**config.mk**
```make
export PLATFORM = sky130hd
export DESIGN_NAME = mips_subset_executor_top
export DESIGN_NICKNAME = d
export VERILOG_FILES = /design/src/design/mse_pkg.sv /design/src/design/mse_ram.sv /design/src/design/mips_subset_executor_top.sv
export SDC_FILE = /design/constraint.sdc
export NUM_CORES = 2
export LEC_CHECK = 0
export BUFFER_PORTS_ARGS = -buffer_cell sky130_fd_sc_hd__buf_2
export CORE_MARGIN = 4
export CORE_UTILIZATION = 40
export DETAILED_ROUTE_END_ITERATION = 7
export SYNTH_ARGS = -nofsm -noshare
export SYNTH_HDL_FRONTEND = slang
export SYNTH_SLANG_ARGS = --single-unit
```
**constraint.sdc**
```tcl
create_clock -name clk -period 19.9 [get_ports clk]
set_input_delay 2.985 -clock clk [delete_from_list [all_inputs] [get_ports clk]]
set_output_delay 2.985 -clock clk [all_outputs]
set_load 0.01 [all_outputs]
```
**src/design/mse_pkg.sv**
```systemverilog
// ----------------------------------------------------------------------------
// mse_pkg
// Shared constants, opcode and function codes and event codes for the
// integer subset instruction executor.
// ----------------------------------------------------------------------------
package mse_pkg;

    // default sizes
    localparam int PROGRAM_DEPTH_DFLT = 1024;
    localparam int NUM_REGS_DFLT      = 32;

    // fixed field widths
    localparam int INSTR_W   = 32;
    localparam int DATA_W    = 32;
    localparam int NEXT_PC_W = 10;
    localparam int EVENT_W   = 3;

    // primary opcodes
    localparam logic [5:0] OP_SPECIAL = 6'h00;
    localparam logic [5:0] OP_BEQ     = 6'h04;
    localparam logic [5:0] OP_BNE     = 6'h05;
    localparam logic [5:0] OP_ADDI    = 6'h08;
    localparam logic [5:0] OP_SLTI    = 6'h0A;
    localparam logic [5:0] OP_ANDI    = 6'h0C;
    localparam logic [5:0] OP_ORI     = 6'h0D;
    localparam logic [5:0] OP_LUI     = 6'h0F;
    localparam logic [5:0] OP_SPECIAL2 = 6'h1C;

    // function codes
    localparam logic [5:0] FN_SYSCALL = 6'h0C;
    localparam logic [5:0] FN_ADD     = 6'h20;
    localparam logic [5:0] FN_SUB     = 6'h22;
    localparam logic [5:0] FN_AND     = 6'h24;
    localparam logic [5:0] FN_OR      = 6'h25;
    localparam logic [5:0] FN_SLT     = 6'h2A;
    localparam logic [5:0] FN_MUL     = 6'h02;

    // syscall services and the registers they use
    localparam logic [DATA_W-1:0] SYS_PRINT_INT  = 32'd1;
    localparam logic [DATA_W-1:0] SYS_EXIT       = 32'd10;
    localparam logic [DATA_W-1:0] SYS_PRINT_CHAR = 32'd11;
    localparam logic [4:0]        REG_V0         = 5'd2;
    localparam logic [4:0]        REG_A0         = 5'd4;

    // result event codes
    typedef enum logic [EVENT_W-1:0] {
        EV_NONE    = 3'd0,
        EV_PINT    = 3'd1,
        EV_PCHAR   = 3'd2,
        EV_EXIT    = 3'd3,
        EV_UNKNOWN = 3'd4,
        EV_INVALID = 3'd5,
        EV_RANGE   = 3'd6,
        EV_HALTED  = 3'd7
    } event_t;

endpackage

```
**src/design/mse_ram.sv**
```systemverilog
// ----------------------------------------------------------------------------
// mse_ram
// Generic single write port, single read port RAM with registered read data
// (read-first on an address collision).
// ----------------------------------------------------------------------------
module mse_ram #(
    parameter int WIDTH = 32,
    parameter int DEPTH = 32
) (
    input  logic                     clk,
    input  logic                     wr_en,
    input  logic [$clog2(DEPTH)-1:0] wr_addr,
    input  logic [WIDTH-1:0]         wr_data,
    input  logic                     rd_en,
    input  logic [$clog2(DEPTH)-1:0] rd_addr,
    output logic [WIDTH-1:0]         rd_data
);

    logic [WIDTH-1:0] mem [DEPTH];
    logic [WIDTH-1:0] rd_data_reg;

    // storage and registered read
    always_ff @(posedge clk)
    begin
        if (wr_en)
        begin
            mem[wr_addr] <= wr_data;
        end
        if (rd_en)
        begin
            rd_data_reg <= mem[rd_addr];
        end
    end

    assign rd_data = rd_data_reg;

endmodule

```
**src/design/mips_subset_executor_top.sv**
```systemverilog
// Results: the execute stage register feeds the result register (out_valid).
// Throughput: one instruction per cycle while out_stall is low; the execute
// path (register read with forwarding, 32x32 multiplier, writeback select) sets it.
// Reset: program counter, halt flag, register valid bits and the v0/a0 copies
// clear at once; registers never written read as zero, no clearing pass.
// ----------------------------------------------------------------------------
// mips_subset_executor_top
// Executes one instruction word per transfer against a 32 x 32-bit register
// file and returns the next instruction index and an event code.
// ----------------------------------------------------------------------------
module mips_subset_executor_top #(
    parameter int PROGRAM_DEPTH = mse_pkg::PROGRAM_DEPTH_DFLT,
    parameter int NUM_REGS      = mse_pkg::NUM_REGS_DFLT
) (
    input  logic                                 clk,
    input  logic                                 rst_n,
    input  logic                                 in_valid,
    output logic                                 in_stall,
    input  logic [mse_pkg::INSTR_W-1:0]          instruction,
    output logic                                 out_valid,
    input  logic                                 out_stall,
    output logic [mse_pkg::NEXT_PC_W-1:0]        next_pc,
    output logic [mse_pkg::EVENT_W-1:0]          event_res,
    output logic signed [mse_pkg::DATA_W-1:0]    event_value
);

    import mse_pkg::*;

    localparam int PC_W   = (PROGRAM_DEPTH > 1) ? $clog2(PROGRAM_DEPTH) : 1;
    localparam int REG_AW = $clog2(NUM_REGS);

    // handshake and stage control
    logic                  stage_valid_reg;
    logic                  out_valid_reg;
    logic                  in_xfer;
    logic                  advance;

    // execute stage payload
    logic [INSTR_W-1:0]    instr_reg;
    logic                  rs_ok_reg;
    logic                  rt_ok_reg;

    // architectural state
    logic [PC_W-1:0]       pc_reg;
    logic                  halted_reg;
    logic [NUM_REGS-1:0]   valid_bits_reg;
    logic [DATA_W-1:0]     v0_reg;
    logic [DATA_W-1:0]     a0_reg;

    // last register write, for forwarding past the ram read
    logic                  fwd_en_reg;
    logic [REG_AW-1:0]     fwd_addr_reg;
    logic [DATA_W-1:0]     fwd_data_reg;

    // result register
    logic [NEXT_PC_W-1:0]  next_pc_reg;
    event_t                event_reg;
    logic [DATA_W-1:0]     event_value_reg;

    // decoded fields
    logic [5:0]            op;
    logic [5:0]            fn;
    logic [REG_AW-1:0]     rs;
    logic [REG_AW-1:0]     rt;
    logic [REG_AW-1:0]     rd;
    logic [15:0]           imm;
    logic [DATA_W-1:0]     imm_sext;
    logic [DATA_W-1:0]     imm_zext;
    logic [REG_AW-1:0]     rs_in;
    logic [REG_AW-1:0]     rt_in;

    // operands
    logic [DATA_W-1:0]     ram_a;
    logic [DATA_W-1:0]     ram_b;
    logic [DATA_W-1:0]     opa;
    logic [DATA_W-1:0]     opb;
    logic [DATA_W-1:0]     product;
    logic [DATA_W-1:0]     target;
    logic                  target_bad;
    logic                  taken;
    logic [PC_W-1:0]       pc_seq;

    // execute results
    logic                  wr_req;
    logic                  wr_en;
    logic [REG_AW-1:0]     wr_addr;
    logic [DATA_W-1:0]     wr_data;
    logic                  halt_set;
    logic [PC_W-1:0]       pc_next;
    event_t                event_next;
    logic [DATA_W-1:0]     event_value_next;

    // handshake: the stage empties whenever the result register can load
    assign advance  = stage_valid_reg && (!out_valid_reg || !out_stall);
    assign in_stall = stage_valid_reg && !advance;
    assign in_xfer  = in_valid && !in_stall;

    assign rs_in = REG_AW'(instruction[25:21]);
    assign rt_in = REG_AW'(instruction[20:16]);

    // register file, one copy per source operand
    mse_ram #(
        .WIDTH (DATA_W),
        .DEPTH (NUM_REGS)
    ) u_ram_a (
        .clk     (clk),
        .wr_en   (wr_en),
        .wr_addr (wr_addr),
        .wr_data (wr_data),
        .rd_en   (in_xfer),
        .rd_addr (rs_in),
        .rd_data (ram_a)
    );

    mse_ram #(
        .WIDTH (DATA_W),
        .DEPTH (NUM_REGS)
    ) u_ram_b (
        .clk     (clk),
        .wr_en   (wr_en),
        .wr_addr (wr_addr),
        .wr_data (wr_data),
        .rd_en   (in_xfer),
        .rd_addr (rt_in),
        .rd_data (ram_b)
    );

    // field extraction
    assign op       = instr_reg[31:26];
    assign fn       = instr_reg[5:0];
    assign rs       = REG_AW'(instr_reg[25:21]);
    assign rt       = REG_AW'(instr_reg[20:16]);
    assign rd       = REG_AW'(instr_reg[15:11]);
    assign imm      = instr_reg[15:0];
    assign imm_sext = {{16{imm[15]}}, imm};
    assign imm_zext = {16'h0000, imm};

    // operand select: newest write, else stored value, else reset zero
    always_comb
    begin
        if (fwd_en_reg && (fwd_addr_reg == rs))
        begin
            opa = fwd_data_reg;
        end
        else
        begin
            opa = rs_ok_reg ? ram_a : '0;
        end
        if (fwd_en_reg && (fwd_addr_reg == rt))
        begin
            opb = fwd_data_reg;
        end
        else
        begin
            opb = rt_ok_reg ? ram_b : '0;
        end
    end

    // multiplier, branch target and sequential pc
    assign product    = opa * opb;
    assign target     = DATA_W'(pc_reg) + imm_sext;
    assign target_bad = target[DATA_W-1] || (target >= DATA_W'(PROGRAM_DEPTH));
    assign taken      = (op == OP_BEQ) ? (opa == opb) : (opa != opb);
    assign pc_seq     = (pc_reg == PC_W'(PROGRAM_DEPTH - 1)) ? '0 : pc_reg + 1'b1;

    // instruction decode and execute
    always_comb
    begin
        wr_req           = 1'b0;
        wr_addr          = rd;
        wr_data          = '0;
        halt_set         = 1'b0;
        pc_next          = pc_seq;
        event_next       = EV_NONE;
        event_value_next = '0;

        if (halted_reg)
        begin
            pc_next    = pc_reg;
            event_next = EV_HALTED;
        end
        else if ((op == OP_SPECIAL) && (fn == FN_SYSCALL))
        begin
            if (v0_reg == SYS_PRINT_INT)
            begin
                event_next       = EV_PINT;
                event_value_next = a0_reg;
            end
            else if (v0_reg == SYS_PRINT_CHAR)
            begin
                event_next       = EV_PCHAR;
                event_value_next = a0_reg;
            end
            else if (v0_reg == SYS_EXIT)
            begin
                halt_set   = 1'b1;
                pc_next    = pc_reg;
                event_next = EV_EXIT;
            end
            else
            begin
                halt_set         = 1'b1;
                pc_next          = pc_reg;
                event_next       = EV_UNKNOWN;
                event_value_next = v0_reg;
            end
        end
        else
        begin
            unique case (op) inside
                OP_SPECIAL:
                begin
                    wr_req = 1'b1;
                    unique case (fn)
                        FN_ADD: wr_data = opa + opb;
                        FN_SUB: wr_data = opa - opb;
                        FN_AND: wr_data = opa & opb;
                        FN_OR:  wr_data = opa | opb;
                        FN_SLT: wr_data = DATA_W'($signed(opa) < $signed(opb));
                        default:
                        begin
                            wr_req           = 1'b0;
                            halt_set         = 1'b1;
                            pc_next          = pc_reg;
                            event_next       = EV_INVALID;
                            event_value_next = instr_reg;
                        end
                    endcase
                end
                OP_SPECIAL2:
                begin
                    if (fn == FN_MUL)
                    begin
                        wr_req  = 1'b1;
                        wr_data = product;
                    end
                    else
                    begin
                        halt_set         = 1'b1;
                        pc_next          = pc_reg;
                        event_next       = EV_INVALID;
                        event_value_next = instr_reg;
                    end
                end
                OP_BEQ, OP_BNE:
                begin
                    if (taken && target_bad)
                    begin
                        halt_set         = 1'b1;
                        pc_next          = pc_reg;
                        event_next       = EV_RANGE;
                        event_value_next = target;
                    end
                    else if (taken)
                    begin
                        pc_next = target[PC_W-1:0];
                    end
                end
                OP_ADDI:
                begin
                    wr_req  = 1'b1;
                    wr_addr = rt;
                    wr_data = opa + imm_sext;
                end
                OP_SLTI:
                begin
                    wr_req  = 1'b1;
                    wr_addr = rt;
                    wr_data = DATA_W'($signed(opa) < $signed(imm_sext));
                end
                OP_ANDI:
                begin
                    wr_req  = 1'b1;
                    wr_addr = rt;
                    wr_data = opa & imm_zext;
                end
                OP_ORI:
                begin
                    wr_req  = 1'b1;
                    wr_addr = rt;
                    wr_data = opa | imm_zext;
                end
                OP_LUI:
                begin
                    wr_req  = 1'b1;
                    wr_addr = rt;
                    wr_data = {imm, 16'h0000};
                end
                default:
                begin
                    halt_set         = 1'b1;
                    pc_next          = pc_reg;
                    event_next       = EV_INVALID;
                    event_value_next = instr_reg;
                end
            endcase
        end
    end

    // writes to $0 are dropped
    assign wr_en = advance && wr_req && (wr_addr != '0);

    // control state and architectural registers
    always_ff @(posedge clk or negedge rst_n)
    begin
        if (!rst_n)
        begin
            stage_valid_reg <= 1'b0;
            out_valid_reg   <= 1'b0;
            pc_reg          <= '0;
            halted_reg      <= 1'b0;
            valid_bits_reg  <= '0;
            fwd_en_reg      <= 1'b0;
            v0_reg          <= '0;
            a0_reg          <= '0;
        end
        else
        begin
            if (in_xfer)
            begin
                stage_valid_reg <= 1'b1;
            end
            else if (advance)
            begin
                stage_valid_reg <= 1'b0;
            end

            if (advance)
            begin
                out_valid_reg <= 1'b1;
            end
            else if (!out_stall)
            begin
                out_valid_reg <= 1'b0;
            end

            if (advance)
            begin
                pc_reg <= pc_next;
                if (halt_set)
                begin
                    halted_reg <= 1'b1;
                end
            end

            if (wr_en)
            begin
                valid_bits_reg[wr_addr] <= 1'b1;
                fwd_en_reg              <= 1'b1;
                if (wr_addr == REG_AW'(REG_V0))
                begin
                    v0_reg <= wr_data;
                end
                if (wr_addr == REG_AW'(REG_A0))
                begin
                    a0_reg <= wr_data;
                end
            end
        end
    end

    // payload registers
    always_ff @(posedge clk)
    begin
        if (in_xfer)
        begin
            instr_reg <= instruction;
            rs_ok_reg <= valid_bits_reg[rs_in];
            rt_ok_reg <= valid_bits_reg[rt_in];
        end
        if (wr_en)
        begin
            fwd_addr_reg <= wr_addr;
            fwd_data_reg <= wr_data;
        end
        if (advance)
        begin
            next_pc_reg     <= NEXT_PC_W'(pc_next);
            event_reg       <= event_next;
            event_value_reg <= event_value_next;
        end
    end

    assign out_valid   = out_valid_reg;
    assign next_pc     = next_pc_reg;
    assign event_res   = event_reg;
    assign event_value = event_value_reg;

    // once halted the block stays halted
    assert property (@(posedge clk) disable iff (!rst_n)
        halted_reg |=> halted_reg)
        else $error("halt flag cleared");

    // a halted block keeps its program counter
    assert property (@(posedge clk) disable iff (!rst_n)
        halted_reg |=> $stable(pc_reg))
        else $error("pc moved while halted");

    // every transfer executed after halting reports the halted event
    assert property (@(posedge clk) disable iff (!rst_n)
        (advance && halted_reg) |=> (out_valid && (event_res == EV_HALTED)))
        else $error("halted block gave a non-halted event");

    // register $0 is never written
    assert property (@(posedge clk) disable iff (!rst_n)
        wr_en |-> (wr_addr != '0))
        else $error("write to register zero");

    // nothing is written while halted
    assert property (@(posedge clk) disable iff (!rst_n)
        halted_reg |-> !wr_en)
        else $error("register write while halted");

endmodule

```
# After elaboration in Yosys (flattened, before gate mapping)
# Memories as Yosys holds them, arrays and structs flattened. A register that Yosys moved wholly into a read port is not among the register bits.
# Cells that the tools add are included.
dict set report totals {
  regBits 226
  mem_bits_rw 2048
  input_bits 36
  out_inout_bits 47
  elab_cells 151
  memories 2
}
# memory words word_bits rd rd_clocked_by_memory_dff write_ports line
set memory_table {}
lappend memory_table {u_ram_a.mem 32 32 1 1 1 mse_ram.sv:19} ;# logic [WIDTH-1:0] mem [DEPTH];
lappend memory_table {u_ram_b.mem 32 32 1 1 1 mse_ram.sv:19}
dict set report classes {
  n_addsub 5
  multipliers 1
  n_lt_le_gt_ge 7
  eq_ne 26
  mux 64
  bitwise 5
  reduce_logical 25
}
# op count
set op_table {}
lappend op_table {{32-bit two-way mux} 14}
lappend op_table {{32-bit one-hot mux with 7 select lines} 1}
lappend op_table {{32-bit one-hot mux with 5 select lines} 1}
lappend op_table {{32-bit one-hot mux with 4 select lines} 1}
lappend op_table {{10-bit two-way mux} 9}
lappend op_table {{32-bit adder} 2}
lappend op_table {{32-bit by 4-bit == test with 1-bit output (second input constant)} 2}
lappend op_table {{32-bit bitwise OR} 2}
lappend op_table {{10-bit one-hot mux with 4 select lines} 1}
lappend op_table {{6-bit by 4-bit == test with 1-bit output (second input constant)} 6}
lappend op_table {{32-bit by 16-bit AND with 32-bit output} 1}
lappend op_table {{32-bit AND} 1}
lappend op_table {{32-bit by 1-bit == test with 1-bit output (second input constant)} 1}
lappend op_table {{32-bit == test} 1}
lappend op_table {{32-bit by 11-bit greater-or-equal comparator with 1-bit output (second input constant)} 1}
lappend op_table {{32-bit by 16-bit less-than comparator with 1-bit output} 1}
lappend op_table {{32-bit less-than comparator} 1}
lappend op_table {{32-bit by 32-bit multiplier with 32-bit output} 1}
lappend op_table {{32-bit inequality test} 1}
lappend op_table {{32-bit by 16-bit bitwise OR with 32-bit output} 1}
lappend op_table {{32-bit subtractor} 1}
lappend op_table {{6-bit == test (second input constant)} 5}
lappend op_table {{1-bit two-way mux} 21}
lappend op_table {{3-bit two-way mux} 7}
lappend op_table {{other kinds (27)} 50}

# Logic depth before layout (Yosys ltp)
dict set report logic_depth {
  depth_word 11
  mapped_depth 38
  mapped_depth_nobuf 33
}

# Hierarchy
# A second synthesis with hierarchy kept.
dict set report unflattened {
  cells_unflattened 8607
  hier_area_um2 116710.7
}
# module n_inst cells_each area_per_inst_um2 seq_area_each_um2
set by_module_without_submodules {}
lappend by_module_without_submodules {{mse_ram at u_ram_a} 1 2260 40812.9 31710.4}
lappend by_module_without_submodules {{mse_ram at u_ram_b} 1 2260 40805.4 31710.4}
lappend by_module_without_submodules {mips_subset_executor_top 1 4087 35092.4 6236.0}

# Least setup slack after synthesis
# OpenSTA, ideal clock, no wires.
dict set report synth_path {
  path_type {register -> register}
  startpoint {reg fwd_addr_reg[4]}
  endpoint {reg fwd_data_reg[31] (data pin)}
  setup_ns 0.364
  t_arrival_ns 9.287
  required_time_ns 19.536
  path_slack_ns 10.248
  stages_incl_launch_ff 34
  path_buffers 4
  synth_period_minus_slack_ns 9.652
  path_cell_list {edfxtp_1 xnor2_1 and4_1 buf_4 buf_4 a21oi_1 a21o_1 clkbuf_1 inv_1 clkbuf_1 nor2_1 fa_1 inv_1 fa_1 fa_1 inv_1 fa_1 inv_1 fa_1 fa_1 fa_1 fa_1 xnor2_1 xnor2_1 xnor2_1 xnor3_1 xnor3_1 xnor3_1 xnor3_1 xnor3_1 or2_1 a21oi_1 a2111o_1 nor2b_1}
}
dict set report synth_between {
  elab_chain_len 8
  word_cells_on_any_way 19
  classes_between {add/sub (3); mul (1); eq/ne (2); mux (7); bitwise (4); reduce/logical (2)}
}
# element line
set synth_lines {}
lappend synth_lines {{start, declared} mips_subset_executor_top.sv:52} ;# logic [REG_AW-1:0] fwd_addr_reg;
lappend synth_lines {{start signal, assigned} mips_subset_executor_top.sv:373} ;# fwd_addr_reg <= wr_addr;
lappend synth_lines {{5-bit == test, on equally long branches} {mips_subset_executor_top.sv:141, mips_subset_executor_top.sv:149}}
lappend synth_lines {{1-bit logical AND, on equally long branches} {mips_subset_executor_top.sv:141, mips_subset_executor_top.sv:149}}
lappend synth_lines {{32-bit two-way mux, on equally long branches} {mips_subset_executor_top.sv:141, mips_subset_executor_top.sv:149}}
lappend synth_lines {{32-bit by 32-bit multiplier with 32-bit output (tied with other cells)} mips_subset_executor_top.sv:160} ;# assign product = opa * opb;
lappend synth_lines {{32-bit two-way mux or 32-bit one-hot mux with 5 select lines (tied branches)} {mips_subset_executor_top.sv:232, mips_subset_executor_top.sv:214}}
lappend synth_lines {{32-bit one-hot mux with 7 select lines (*)} mips_subset_executor_top.sv:210} ;# unique case (op) inside
lappend synth_lines {{32-bit two-way mux (*)} mips_subset_executor_top.sv:182} ;# else if ((op == OP_SPECIAL) && (fn == FN_SYSCALL))
lappend synth_lines {{32-bit two-way mux (*)} mips_subset_executor_top.sv:177} ;# if (halted_reg)
lappend synth_lines {{named net u_ram_a.wr_data[31]} mse_ram.sv:13} ;# input logic [WIDTH-1:0] wr_data,
lappend synth_lines {{end signal, assigned} mips_subset_executor_top.sv:374} ;# fwd_data_reg <= wr_data;
lappend synth_lines {{end, declared} mips_subset_executor_top.sv:53} ;# logic [DATA_W-1:0] fwd_data_reg;
# The timed path passes the listed nets; every way through them passes the cells marked *.
# A chain may end at the register's enable or synchronous reset.

# Worst setup path in the final report
dict set report layout_path {
  startpoint {reg fwd_addr_reg[1]}
  endpoint {mem u_ram_b.mem[27][31] (data pin)}
}
dict set report layout_between {
  elab_chain_len 8
  word_cells_on_any_way 19
  classes_between {add/sub (3); mul (1); eq/ne (2); mux (7); bitwise (4); reduce/logical (2)}
}
# element line
set layout_lines {}
lappend layout_lines {{5-bit == test, on equally long branches} {mips_subset_executor_top.sv:141, mips_subset_executor_top.sv:149}}
lappend layout_lines {{1-bit logical AND, on equally long branches} {mips_subset_executor_top.sv:141, mips_subset_executor_top.sv:149}}
lappend layout_lines {{32-bit two-way mux, on equally long branches} {mips_subset_executor_top.sv:141, mips_subset_executor_top.sv:149}}
lappend layout_lines {{32-bit by 32-bit multiplier with 32-bit output (tied with other cells)} mips_subset_executor_top.sv:160}
lappend layout_lines {{32-bit two-way mux or 32-bit one-hot mux with 5 select lines (tied branches)} {mips_subset_executor_top.sv:232, mips_subset_executor_top.sv:214}}
lappend layout_lines {{32-bit one-hot mux with 7 select lines (*)} mips_subset_executor_top.sv:210}
lappend layout_lines {{32-bit two-way mux (*)} mips_subset_executor_top.sv:182}
lappend layout_lines {{32-bit two-way mux (*)} mips_subset_executor_top.sv:177}
lappend layout_lines {{named net u_ram_a.wr_data[31]} mse_ram.sv:13}
lappend layout_lines {{end, declared} mse_ram.sv:19}
# Marks and branches as above.

==> results.md <==
- Status: complete, no violations
- Synth Warn #: 0
- CTS sink cnt: 1314
- Tmin final: 11940 ps
- Top cells by area, synth: edfxtp_1 43%, mux4_2 18%, fa_1 9.9%, ha_1 4.6%, dfrtp_1 3.3%
- Final hold slack: 407 ps
- Crit start category: flip-flop
- CP peak stage delay: 1060 ps
- Maximum clock frequency: 83.7 MHz
- Share of layout cells above drive strength 1: 21.8%
- TNS Setup: 0 ps
- Flop2flop setup slack: 7960 ps
- Final worst-path cycle share: 60.0%
- Synthesized flop and latch total: 1314
- Die W: 465 um
- Async set-or-reset flop fraction in the synthesized netlist: 8.37%
- Synthesized instance count: 6046
- DR pass1 iterations: 8
- Worst-case clock buffer depth: 3
- Core area: 207000 sq um
- Delay-heaviest family, CP: adder cells
- Met1 WL: 112000 um
- Final HPWL DP: 189000 um
- Crit path DAT: 12310 ps
- Met3 wire len: 26000 um
- Reg2Reg Depth: 30
- Clk_skew: 76.6 ps
- Multi-input logic area: 41400 sq um
- Total number of vias: 56000
- RR Endpoint: u_ram_b.mem[27][31]
- Pin count of the biggest net entering global routing: 73
- Crit-path slowest cell: nor2b_2
- Post-Place Cells: 8731
- Cts hold-fix bufs: 0
- Filler cells: 18600
- Setup Fix Bufs, Post-CTS: 0
- Number of port buffers: 82
- Kind of end point of the critical path: flip-flop
- Top reg by flops: u_ram_b.mem
- Initial DRC count: 7326
- Sequential cell area: 38900 sq um
- Yosys top cell area share: 43.3%
- DIE AREA: 216000 sq um
- Gp weighted congestion: 0.988
- Die height: 465 um
- Reg2Reg Launch Point: fwd_addr_reg[1]
- Worst-Margin Slew: 1250 ps
- MaxCap Viol Count: 0
- Min-Delay Path Depth: 0
- # DRC: 0
- Critical path startpoint: fwd_addr_reg[1]
- Clock latency on the worst-skew pair: 810 ps
- Buf+Inv Stages, Crit Path: 5
- Relative slew margins: 16.3%
- Leakage: 36.7 nW
- First-pass GRT wire length: 417000 um
- GRT overflow: 0
- Syn Area/Cell: 13.8 sq um
- CTS root buf: clkbuf_16
- IO Pins: 83
- Antenna-violating nets left: 0
- CTS Buf Count: 141
- Worst EP required: 20270 ps
- Tightest Hold Check Type: reg -> reg
- Final core area utilization: 44.5%
- Critical path class: reg -> reg
- Crit Path Max Fanout: 33
- Initial antenna violation count: 9
- DRT Wirelength: 291000 um
- Total track usage: 26.7%
- CTS tree: yes
- Final count of negative-setup-slack endpoints: 0
- Vias per inst: 6.23
- Number of flops mapped to enable cells by yosys: 1204
- Max layer used: met5
- Resize count post-CTS: 0
- Reg clk slew, reported paths: 60 ps
- Area grow syn2layout: 10.5%
- Fin nets: 6843
- Max reg flops: 992
- Cell Area, Synth: 83400 sq um
- Post-synth cell types: 85
- Main synth FF type: edfxtp_1
- Met2 routed WL: 135000 um
- Row count: 167
- H-tree Lvls: 4
- Fin. Hold Viols: 0
- Hold path start: valid_bits_reg[0]
- Peak VDD IR: 0.0000785 V
- Post-synth top area cell: edfxtp_1
- Initial Util: 40.3%
- Layout Cells excl Fill: 8988
- RSZ-0062 raised after global routing: no
- Vias in the first global route: 56600
- Hold Path End: valid_bits_reg[0]
- Power Density: 76.0 nW/um^2
- Drt wl/cell: 32.3 um
- Most frequent cell on the critical path: fa_1
- Slew Limit Fails: 0
- Register area share after synthesis: 46.6%
==> cell families (layout without fill, tap and decap cells) <==
kind of cell | count (synthesis) | count (layout) | share of synthesized area (%)
AO/OA/AOI/OAI | 876 | 876 | 6.72
XOR/XNOR | 145 | 145 | 1.78
adder cells (fa/ha/maj) | 721 | 721 | 14.5
buffers and inverters | 916 | 1035 | 4.29
flip-flops | 1314 | 1314 | 46.6
multiplexers | 776 | 776 | 19.4
other | 1 | 36 | 0.00449
AND/OR/NAND/NOR | 1297 | 1297 | 6.70
==> power breakdown <==
part	internal (W)	switching (W)	leakage, nW
registers	0.00301	0.0000388	15.1
logic	0.000457	0.000872	19.3
clock network	0.00149	0.00115	2.27
total	0.00495	0.00206	36.7
==> Yosys cell counts (all sizes together) (15+ instances only) <==
master	n
a211oi	21
a21o	80
a21oi	287
a221oi	31
a22oi	18
a31oi	37
and3	21
buf	130
clkbuf	244
dfrtp	110
edfxtp	1204
fa	412
ha	309
inv	535
mux2	98
mux2i	18
mux4	660
nand2	436
nand2b	23
nand3	78
nand4	20
nor2	557
nor2b	25
nor3	27
nor4	23
o211ai	44
o21ai	167
o21bai	44
o221ai	17
o22ai	18
or2	40
xnor2	96
xnor3	15
xor2	34
==> routing by layer <==
layer  vias to the layer above  GRT usage [%]
li1                      22600              -
met1                     29600           35.7
met2                      3123           42.1
met3                       668           4.93
met4                         6           13.2
met5                         -          0.245
==> cell usage in the layout (no fill, tap or decap), types with 95 or more instances in the layout <==
cell type,netlist,layout
nand2_1,436,435
xnor2_1,95,95
fa_1,412,412
nor2_1,554,519
o21ai_0,166,166
edfxtp_1,1204,1204
mux4_2,660,660
a21oi_1,287,273
clkbuf_16,0,143
inv_1,520,518
buf_4,19,161
mux2_2,98,98
dfrtp_1,110,110
ha_1,309,309
==> through the flow <==
step	total power (W)	cell area, sq um	setup slack [ps]
floorplan	0.00390	83500	10250
global placement	0.00441	87500	8590
detailed placement	0.00442	87500	8340
CTS	0.00705	92200	8250
global route	0.00727	92200	7670
finish	0.00700	92200	7960
==> final cells by class <==
| cell class | instances | area share (%) |
|---|---|---|
| multi-input combinational | 3847 | 44.9 |
| sequential | 1314 | 42.2 |
| clock buffer | 172 | 4.04 |
| tap | 2788 | 3.78 |
| inverter | 542 | 2.21 |
| timing repair buffer | 240 | 1.80 |
| clock inverter | 81 | 0.999 |
| antenna | 4 | 0.0109 |
==> worst register-to-register path: cells and delay by family (launching register included) <==
kind / cells / cell delay [ps]
xor gates and xnor gates: 9 / 2660
adders and majority gates: 8 / 3600
DFF: 1 / 430
AOI/OAI and AO/OA: 3 / 750
buffers and inverters: 5 / 1320
and+or+nand+nor: 5 / 2750
==> how the worst max path moves through the flow <==
stage / to / slack (ps) / cells after the start
finish: u_ram_b.mem[27][31] / 7960 / 30
global route: u_ram_b.mem[21][31] / 7670 / 30
CTS: u_ram_a.mem[23][31] / 8250 / 30
detailed placement: u_ram_b.mem[15][31] / 8340 / 30
global placement: u_ram_b.mem[12][31] / 8590 / 30
floorplan: fwd_data_reg[31] / 10250 / 33
Power figures use the tool's default switching activity.
